`src/rtl/stack_machine_execute_macros.svh`:
```
// Assertion macros for the stack machine block.
`ifndef STACK_MACHINE_EXECUTE_MACROS_SVH
`define STACK_MACHINE_EXECUTE_MACROS_SVH
`ifndef NO_ASSERTIONS
`define SME_ASSERT_IMP(label, clk, rst_n, a, b) \
    label: assert property (@(posedge clk) disable iff (!rst_n) (a) |-> (b)) \
        else $error("assertion failed");
`define SME_ASSERT_NXT(label, clk, rst_n, a, b) \
    label: assert property (@(posedge clk) disable iff (!rst_n) (a) |=> (b)) \
        else $error("assertion failed");
`else
`define SME_ASSERT_IMP(label, clk, rst_n, a, b)
`define SME_ASSERT_NXT(label, clk, rst_n, a, b)
`endif
`endif

```
`src/rtl/sme_pkg.sv`:
```
// ---------------------------------------------------------------------------
// sme_pkg: shared types and codes
// Command and status codes and the stack geometry of the stack machine.
// ---------------------------------------------------------------------------
package sme_pkg;
    localparam int STACK_DEPTH = 64;
    localparam int PW = $clog2(STACK_DEPTH);
    localparam int CW = $clog2(STACK_DEPTH + 1);

    localparam logic [3:0] CMD_PUSH  = 4'd0;
    localparam logic [3:0] CMD_POP   = 4'd1;
    localparam logic [3:0] CMD_SWAP  = 4'd2;
    localparam logic [3:0] CMD_ADD   = 4'd3;
    localparam logic [3:0] CMD_SUB   = 4'd4;
    localparam logic [3:0] CMD_MUL   = 4'd5;
    localparam logic [3:0] CMD_DIV   = 4'd6;
    localparam logic [3:0] CMD_MOD   = 4'd7;
    localparam logic [3:0] CMD_PINT  = 4'd8;
    localparam logic [3:0] CMD_PCHAR = 4'd9;
    localparam logic [3:0] CMD_PALL  = 4'd10;
    localparam logic [3:0] CMD_NOP   = 4'd11;

    localparam logic [2:0] ST_OK      = 3'd0;
    localparam logic [2:0] ST_SHORT   = 3'd1;
    localparam logic [2:0] ST_DIVZERO = 3'd2;
    localparam logic [2:0] ST_RANGE   = 3'd3;
    localparam logic [2:0] ST_FULL    = 3'd4;
    localparam logic [2:0] ST_UNKNOWN = 3'd5;

    localparam logic [31:0] CHAR_MAX = 32'd127;

    // Request to the divider and its answer.
    typedef struct packed {
        logic        start;
        logic [31:0] a;
        logic [31:0] b;
    } t_div_req;

    typedef struct packed {
        logic        done;
        logic [31:0] quo;
        logic [31:0] rem;
    } t_div_rsp;
endpackage

```
`src/rtl/sme_divider.sv`:
```
// ---------------------------------------------------------------------------
// sme_divider: signed restoring divider
// One quotient bit per cycle; truncates toward zero, remainder follows the
// dividend's sign.
// ---------------------------------------------------------------------------
module sme_divider (
    input  logic              i_clk,
    input  logic              i_rst_n,
    input  sme_pkg::t_div_req i_req,
    output sme_pkg::t_div_rsp o_rsp
);
    import sme_pkg::*;

    logic        r_busy;
    logic [5:0]  r_cnt;
    logic [31:0] r_q;
    logic [31:0] r_rem;
    logic [31:0] r_d;
    logic        r_nq;
    logic        r_nr;
    logic        r_done;
    logic [32:0] w_trial;
    logic [32:0] w_sub;

    // One shift and trial subtract per cycle.
    assign w_trial = {r_rem, r_q[31]};
    assign w_sub   = w_trial - {1'b0, r_d};

    always_ff @(posedge i_clk) begin
        if (!i_rst_n) begin
            r_busy <= 1'b0;
            r_done <= 1'b0;
            r_cnt  <= '0;
        end else begin
            r_done <= 1'b0;
            if (i_req.start) begin
                r_busy <= 1'b1;
                r_cnt  <= 6'd0;
                r_q    <= i_req.a[31] ? (32'd0 - i_req.a) : i_req.a;
                r_d    <= i_req.b[31] ? (32'd0 - i_req.b) : i_req.b;
                r_rem  <= '0;
                r_nq   <= i_req.a[31] ^ i_req.b[31];
                r_nr   <= i_req.a[31];
            end else if (r_busy) begin
                // The partial remainder stays below the divisor, so 32 bits hold it.
                if (!w_sub[32]) begin
                    r_rem <= w_sub[31:0];
                    r_q   <= {r_q[30:0], 1'b1};
                end else begin
                    r_rem <= w_trial[31:0];
                    r_q   <= {r_q[30:0], 1'b0};
                end
                r_cnt <= r_cnt + 6'd1;
                if (r_cnt == 6'd31) begin
                    r_busy <= 1'b0;
                    r_done <= 1'b1;
                end
            end
        end
    end

    assign o_rsp.done = r_done;
    assign o_rsp.quo  = r_nq ? (32'd0 - r_q) : r_q;
    assign o_rsp.rem  = r_nr ? (32'd0 - r_rem) : r_rem;
endmodule

```
`src/rtl/stack_machine_execute.sv`:
```
// This block runs one stack command per input beat and answers with result
// beats. Each command reads the top entry and the one below it (S_RDB, S_RDA)
// and is decoded in S_EXE, where push writes and pop, nop, pint, pchar and
// errors go straight to S_OUT; add, sub and mul write one entry and swap two
// in S_WR2, through the one write port of the stack memory; div and mod wait
// in S_DIV for the one-bit-per-cycle divider; pall walks the memory top down.
// The input is not ready while a command runs; a held result register lets the
// next beat be taken while a result waits; a stalled result side holds S_OUT or S_PALL.
// ---------------------------------------------------------------------------
// stack_machine_execute: stack machine top level
// Sequencer, stack memory and shared arithmetic unit.
// ---------------------------------------------------------------------------
module stack_machine_execute (
    input  logic        i_clk,
    input  logic        i_rst_n,
    input  logic        s_axis_tvalid,
    output logic        s_axis_tready,
    input  logic [31:0] s_axis_tdata,  // [31:0] operand
    input  logic [3:0]  s_axis_tuser,  // [3:0] cmd
    output logic        m_axis_tvalid,
    input  logic        m_axis_tready,
    output logic [39:0] m_axis_tdata,  // [2:0] status, [34:3] value, rest zero
    output logic [1:0]  m_axis_tuser,  // [0] has_value, [1] is_char
    output logic        m_axis_tlast
);
    import sme_pkg::*;
    `include "stack_machine_execute_macros.svh"

    localparam logic [2:0] S_IDLE = 3'd0;
    localparam logic [2:0] S_RDB  = 3'd1;
    localparam logic [2:0] S_RDA  = 3'd2;
    localparam logic [2:0] S_EXE  = 3'd3;
    localparam logic [2:0] S_DIV  = 3'd4;
    localparam logic [2:0] S_WR2  = 3'd5;
    localparam logic [2:0] S_OUT  = 3'd6;
    localparam logic [2:0] S_PALL = 3'd7;

    logic [2:0]  r_state;
    logic [3:0]  r_cmd;
    logic [31:0] r_opnd;
    logic [CW-1:0] r_count;
    logic [31:0] r_a;
    logic [31:0] r_b;
    logic [CW-1:0] r_idx;
    logic        r_wait;

    logic [31:0] r_mem [STACK_DEPTH];
    logic [31:0] r_rdata;
    logic        r_we;
    logic [PW-1:0] r_waddr;
    logic [31:0] r_wdata;
    logic [PW-1:0] w_raddr;

    logic [2:0]  r_res_status;
    logic        r_res_has;
    logic [31:0] r_res_val;
    logic        r_res_char;

    logic        r_ovalid;
    logic [2:0]  r_ostatus;
    logic        r_ohas;
    logic [31:0] r_oval;
    logic        r_ochar;
    logic        r_olast;

    t_div_req    w_dreq;
    t_div_rsp    w_drsp;
    logic [31:0] w_prod;
    logic [31:0] w_alu;
    logic        w_oslot;

    // Stack memory: one write, one registered read per cycle.
    always_ff @(posedge i_clk) begin
        if (r_we) begin
            r_mem[r_waddr] <= r_wdata;
        end
        r_rdata <= r_mem[w_raddr];
    end

    sme_divider u_div (
        .i_clk  (i_clk),
        .i_rst_n(i_rst_n),
        .i_req  (w_dreq),
        .o_rsp  (w_drsp)
    );

    assign w_prod = r_a * r_b;
    always_comb begin
        case (r_cmd)
            CMD_ADD: w_alu = r_a + r_b;
            CMD_SUB: w_alu = r_a - r_b;
            CMD_DIV: w_alu = w_drsp.quo;
            CMD_MOD: w_alu = w_drsp.rem;
            default: w_alu = w_prod;
        endcase
    end

    assign w_dreq.start = (r_state == S_EXE) && (r_cmd == CMD_DIV || r_cmd == CMD_MOD)
                          && (r_count >= CW'(2)) && (r_b != 32'd0);
    assign w_dreq.a     = r_a;
    assign w_dreq.b     = r_b;

    // Read address follows the sequencer step.
    always_comb begin
        case (r_state)
            S_IDLE:  w_raddr = PW'(r_count - CW'(1));
            S_RDB:   w_raddr = PW'(r_count - CW'(2));
            default: w_raddr = PW'(r_idx - CW'(1));
        endcase
    end

    assign w_oslot       = !r_ovalid || m_axis_tready;
    assign s_axis_tready = (r_state == S_IDLE);

    // Sequencer.
    always_ff @(posedge i_clk) begin
        if (!i_rst_n) begin
            r_state  <= S_IDLE;
            r_count  <= '0;
            r_ovalid <= 1'b0;
            r_we     <= 1'b0;
            r_wait   <= 1'b0;
        end else begin
            r_we <= 1'b0;
            if (r_ovalid && m_axis_tready) begin
                r_ovalid <= 1'b0;
            end
            unique case (r_state)
                S_IDLE: begin
                    if (s_axis_tvalid && s_axis_tready) begin
                        r_cmd   <= s_axis_tuser;
                        r_opnd  <= s_axis_tdata;
                        r_state <= S_RDB;
                    end
                end
                S_RDB: begin
                    // The top entry lands first.
                    r_b     <= r_rdata;
                    r_state <= S_RDA;
                end
                S_RDA: begin
                    r_a     <= r_rdata;
                    r_state <= S_EXE;
                end
                S_EXE: begin
                    r_res_status <= ST_OK;
                    r_res_has    <= 1'b0;
                    r_res_val    <= '0;
                    r_res_char   <= 1'b0;
                    r_state      <= S_OUT;
                    case (r_cmd) inside
                        CMD_PUSH: begin
                            if (r_count == CW'(STACK_DEPTH)) begin
                                r_res_status <= ST_FULL;
                            end else begin
                                r_we    <= 1'b1;
                                r_waddr <= PW'(r_count);
                                r_wdata <= r_opnd;
                                r_count <= r_count + CW'(1);
                            end
                        end
                        CMD_POP: begin
                            if (r_count == '0) r_res_status <= ST_SHORT;
                            else r_count <= r_count - CW'(1);
                        end
                        CMD_SWAP, CMD_ADD, CMD_SUB, CMD_MUL, CMD_DIV, CMD_MOD: begin
                            if (r_count < CW'(2)) begin
                                r_res_status <= ST_SHORT;
                            end else if ((r_cmd == CMD_DIV || r_cmd == CMD_MOD)
                                         && r_b == 32'd0) begin
                                r_res_status <= ST_DIVZERO;
                            end else if (r_cmd == CMD_DIV || r_cmd == CMD_MOD) begin
                                r_state <= S_DIV;
                            end else begin
                                r_state <= S_WR2;
                            end
                        end
                        CMD_PINT, CMD_PCHAR: begin
                            if (r_count == '0) begin
                                r_res_status <= ST_SHORT;
                            end else if (r_cmd == CMD_PCHAR && r_b > CHAR_MAX) begin
                                r_res_status <= ST_RANGE;
                            end else begin
                                r_res_has  <= 1'b1;
                                r_res_val  <= r_b;
                                r_res_char <= (r_cmd == CMD_PCHAR);
                            end
                        end
                        CMD_PALL: begin
                            if (r_count != '0) begin
                                r_idx   <= r_count;
                                r_wait  <= 1'b1;
                                r_state <= S_PALL;
                            end
                        end
                        CMD_NOP: begin
                        end
                        default: r_res_status <= ST_UNKNOWN;
                    endcase
                end
                S_DIV: begin
                    if (w_drsp.done) begin
                        r_we    <= 1'b1;
                        r_waddr <= PW'(r_count - CW'(2));
                        r_wdata <= w_alu;
                        r_count <= r_count - CW'(1);
                        r_state <= S_OUT;
                    end
                end
                S_WR2: begin
                    // Swap writes two entries; arithmetic writes one.
                    r_we <= 1'b1;
                    if (r_cmd == CMD_SWAP) begin
                        if (!r_wait) begin
                            r_waddr <= PW'(r_count - CW'(1));
                            r_wdata <= r_a;
                            r_wait  <= 1'b1;
                        end else begin
                            r_waddr <= PW'(r_count - CW'(2));
                            r_wdata <= r_b;
                            r_wait  <= 1'b0;
                            r_state <= S_OUT;
                        end
                    end else begin
                        r_waddr <= PW'(r_count - CW'(2));
                        r_wdata <= w_alu;
                        r_count <= r_count - CW'(1);
                        r_state <= S_OUT;
                    end
                end
                S_OUT: begin
                    // The result moves to the output register once it is free.
                    if (w_oslot) begin
                        r_ovalid  <= 1'b1;
                        r_ostatus <= r_res_status;
                        r_ohas    <= r_res_has;
                        r_oval    <= r_res_val;
                        r_ochar   <= r_res_char;
                        r_olast   <= 1'b1;
                        r_state   <= S_IDLE;
                    end
                end
                S_PALL: begin
                    // Read is issued for r_idx - 1; r_wait covers the registered read until the data lands.
                    if (r_wait) begin
                        r_wait <= 1'b0;
                    end else if (w_oslot) begin
                        r_ovalid  <= 1'b1;
                        r_ostatus <= ST_OK;
                        r_ohas    <= 1'b1;
                        r_oval    <= r_rdata;
                        r_ochar   <= 1'b0;
                        r_olast   <= (r_idx == CW'(1));
                        r_idx     <= r_idx - CW'(1);
                        r_wait    <= (r_idx != CW'(1));
                        if (r_idx == CW'(1)) r_state <= S_IDLE;
                    end
                end
                default: r_state <= S_IDLE;
            endcase
        end
    end

    assign m_axis_tvalid = r_ovalid;
    assign m_axis_tdata  = {5'd0, r_oval, r_ostatus};
    assign m_axis_tuser  = {r_ochar, r_ohas};
    assign m_axis_tlast  = r_olast;

    `SME_ASSERT_IMP(a_count_max, i_clk, i_rst_n, 1'b1, r_count <= CW'(STACK_DEPTH))
    `SME_ASSERT_NXT(a_hold, i_clk, i_rst_n, r_ovalid && !m_axis_tready, r_ovalid)
    `SME_ASSERT_IMP(a_err_clean, i_clk, i_rst_n, r_ovalid && r_ostatus != ST_OK,
                    !r_ohas && r_olast)
    `SME_ASSERT_IMP(a_busy, i_clk, i_rst_n, r_state != S_IDLE, !s_axis_tready)
endmodule
```
`config.mk`:
```
export PLATFORM = sky130hd
export DESIGN_NAME = stack_machine_execute
export DESIGN_NICKNAME = d
export VERILOG_FILES = /design/src/rtl/sme_pkg.sv /design/src/rtl/sme_divider.sv /design/src/rtl/stack_machine_execute.sv
export VERILOG_INCLUDE_DIRS = /design/src /design/src/rtl
export SDC_FILE = /design/constraint.sdc
export NUM_CORES = 2
export LEC_CHECK = 0
export BUFFER_PORTS_ARGS = -buffer_cell sky130_fd_sc_hd__buf_2
export CORE_AREA = 4 4 514 516
export DETAILED_ROUTE_END_ITERATION = 10
export DIE_AREA = 0 0 518 520
export SLEW_MARGIN = 10
export SYNTH_ARGS = -nofsm -noshare
export SYNTH_HDL_FRONTEND = slang
export SYNTH_SLANG_ARGS = --single-unit
```
`constraint.sdc`:
```
create_clock -name i_clk -period 9.98 [get_ports i_clk]
set_clock_uncertainty 0.1 [all_clocks]
set_input_delay 1.497 -clock i_clk [delete_from_list [all_inputs] [get_ports i_clk]]
set_output_delay 1.497 -clock i_clk [all_outputs]
set_load 0.01 [all_outputs]
```
==> impl_metrics.json <==
{
  "outcome": "finished clean",
  "syn-instance-count": 7337,
  "portBuffers": 79,
  "fin_nets": 8119,
  "fin_crit_sh": 0.838,
  "critPathMaxStageDelay_ns": 1.15,
  "cts_buffers": 269,
  "dpl.hpwl_mm": 204,
  "fin_setup_tns_ns": 0,
  "slowest_stage": "edfxtp_1",
  "yosys.area.top_type": "edfxtp_1",
  "ctsHoldBuffers": 0,
  "yosys.area_share.simple": 0.0636,
  "synth_edf_count": 2366,
  "ys_seq_elements": 2419,
  "dr.first_iter.drc_count": 7833,
  "worst-slew-pin-transition_ns": 1.36,
  "ys_top_cells_by_count": "2,366 x edfxtp_1, 512 x mux4_2, 445 x inv_1, 431 x nand2_1, 410 x fa_1",
  "synth.top_cell.area_share": 0.611,
  "antenna_found_initial": 19,
  "min-delay-start": "r_rdata[20]",
  "worstPathArrival_ns": 8.82,
  "clkLatencyLatePin_ns": 0.85,
  "synthXorXnorAreaFrac": 0.0217,
  "grt_pass1_wl_mm": 483,
  "place_congestion": 0.941,
  "cts-htree-levels": 5,
  "ioPinCount": 85,
  "r2r_cells": 23,
  "async_reset_ff_frac": 0,
  "hold_violations": 0,
  "synth_compound_area_frac": 0.0533,
  "yosysSeqAreaShare": 0.620,
  "die_x_um": 518,
  "maxCapViolCount": 0,
  "rows": 187,
  "synth.area.top_cells": "edfxtp_1 61%, mux4_2 9.9%, fa_1 7.1%, ha_1 2.2%, and2_1 1.9%",
  "rsz0062_at_grt": "false",
  "worst_setup_path_end_kind": "register",
  "critPathRequiredTime_ns": 10.44,
  "grt_overflow_total": 0,
  "drt-vias-per-instance": 5.99,
  "whs_path_depth": 0,
  "synth.distinct_cells": 85,
  "cts_tree": "done",
  "synthAdderAreaFrac": 0.0922,
  "setup_viol": 0,
  "rr_startpoint": "r_b[4]",
  "worstSetupStartpoint": "r_b[4]",
  "vias": 66300,
  "grt_pass1_vias": 67100,
  "syn_area_mm2": 0.116,
  "finalCriticalPeriod_ns": 8.36,
  "slew_viol_final": 0,
  "first_pass_iters": 5,
  "core_mm2": 0.259,
  "start_util": 0.448,
  "worstPathCellList": "and2_1 > fa_1 > inv_1 > fa_1 > fa_1 > fa_1 > inv_1 > fa_1 > inv_1 > fa_1 > inv_1 > fa_1 > fa_1 > ha_1 > and4_1 > a41o_1 > a21oi_1 > o2111ai_1 > a41oi_1 > o21ai_0 > xnor2_1 > a21oi_1 > o22a_1",
  "hold_path_class": "reg -> reg",
  "wl_per_cell_um": 30.2,
  "ctsResizeCount": 0,
  "grt_max_degree": 107,
  "ant_nets": 0,
  "synth.area.mux_share": 0.119,
  "clk_pin_slew_ns": 0.06,
  "maxSlewHeadroom": 0.0857,
  "cts_setup_buffers": 0,
  "post-route-drc-count": 0,
  "synth_ff_type": "edfxtp_1",
  "crit_top_cell": "fa_1",
  "syn_area_per_cell_um2": 15.8,
  "grt_usage": 0.245,
  "syn_to_final_growth_pct": 12.0,
  "synth_top_family_by_area": "multiplexers",
  "die_area_mm2": 0.269,
  "path_max_fanout": 30,
  "synth_warnings": 0,
  "final.fill_count": 21500,
  "max_freq_mhz": 120,
  "totalWireLength_mm": 334,
  "yosys.cell_count.top_type": "edfxtp_1",
  "startpoint_type": "register",
  "die_y_um": 520,
  "worst-setup-path-type": "reg -> reg",
  "drive_gt1_frac": 0.175,
  "clockBufferDepth": 4,
  "cts_root_buf": "clkbuf_16",
  "clock-sinks": 2419
}
[metrics by stage]
step,utilization,hold WS (ns),cell area [um^2],setup WS (ns),instances
finish,0.502,0.377,130000,1.62,11100
global route,0.502,0.391,130000,1.35,11100
detailed placement,0.469,0.361,122000,1.73,10600
global placement,0.469,0.359,122000,1.80,10600
CTS,0.502,0.372,130000,1.70,11100
floorplan,-,0.322,116000,2.69,7341
[layout make-up]
type,instances,area (um^2),area share
Timing Repair Buffer,309,2280,0.0175
Tap cell,3402,4260,0.0327
Antenna cell,9,22.5,0.000173
Inverter,445,1670,0.0128
Clock inverter,131,1440,0.0111
Sequential cell,2419,72100,0.554
Clock buffer,335,7140,0.0548
Multi-Input combinational cell,4025,41300,0.317
[logic make-up after synthesis]
kind of cell	Yosys count
adder cells (fa/ha/maj)	610
AO/OA/AOI/OAI	950
flip-flops	2419
XOR/XNOR	286
AND/OR/NAND/NOR	1436
other	1
buffers and inverters	897
multiplexers	738
[layer usage]
layer | part of all wire | global-route usage | up-vias
met5 | 0.00024 | 0 | -
met4 | 0.033 | 0.0750 | 12
met3 | 0.088 | 0.0526 | 552
met2 | 0.46 | 0.383 | 2935
met1 | 0.42 | 0.348 | 34900
li1 | - | - | 27900
[worst max-delay path: cells and delay by family, from the launching register on]
family | cells | cell delay [ns]
flip-flops | 1 | 1.15
XOR/XNOR | 1 | 0.22
adder cells (fa/ha/maj) | 9 | 4.17
AND/OR/NAND/NOR | 2 | 0.55
AO/OA/AOI/OAI | 7 | 1.67
buffers and inverters | 4 | 0.23
[state kept, by name, indices dropped and copies added, names as in the netlist, 4 cells and up]
| register | count |
|---|---|
| u_div.r_d | 32 |
| r_mem | 2048 |
| r_wdata | 32 |
| r_idx | 7 |
| r_res_val | 32 |
| r_cmd | 4 |
| r_opnd | 32 |
| r_count | 7 |
| u_div.r_cnt | 6 |
| u_div.r_q | 32 |
| r_waddr | 6 |
| r_a | 32 |
| u_div.r_rem | 32 |
| r_oval | 32 |
| r_b | 32 |
| r_rdata | 32 |
[cell usage in the layout (no fill, tap or decap), types with 217 or more instances in the layout]
master     netlist  routed
edfxtp_1      2366    2366
mux4_2         512     512
inv_1          445     445
nand2_1        431     430
fa_1           410     410
and2_1         356     354
a21oi_1        283     282
clkbuf_16        0     274
a211oi_1       250     248
buf_4            9     217
[worst paths after layout]
check / to / slack [ns]
min reg2reg: r_b[20] / 0.38
min: r_b[20] / 0.38
max: r_wdata[31] / 1.62
max reg2reg: r_wdata[31] / 1.62
Power is left out: the tool's default activity adds up to more than one toggle a clock period on the data nets, which glitch-free logic cannot reach.
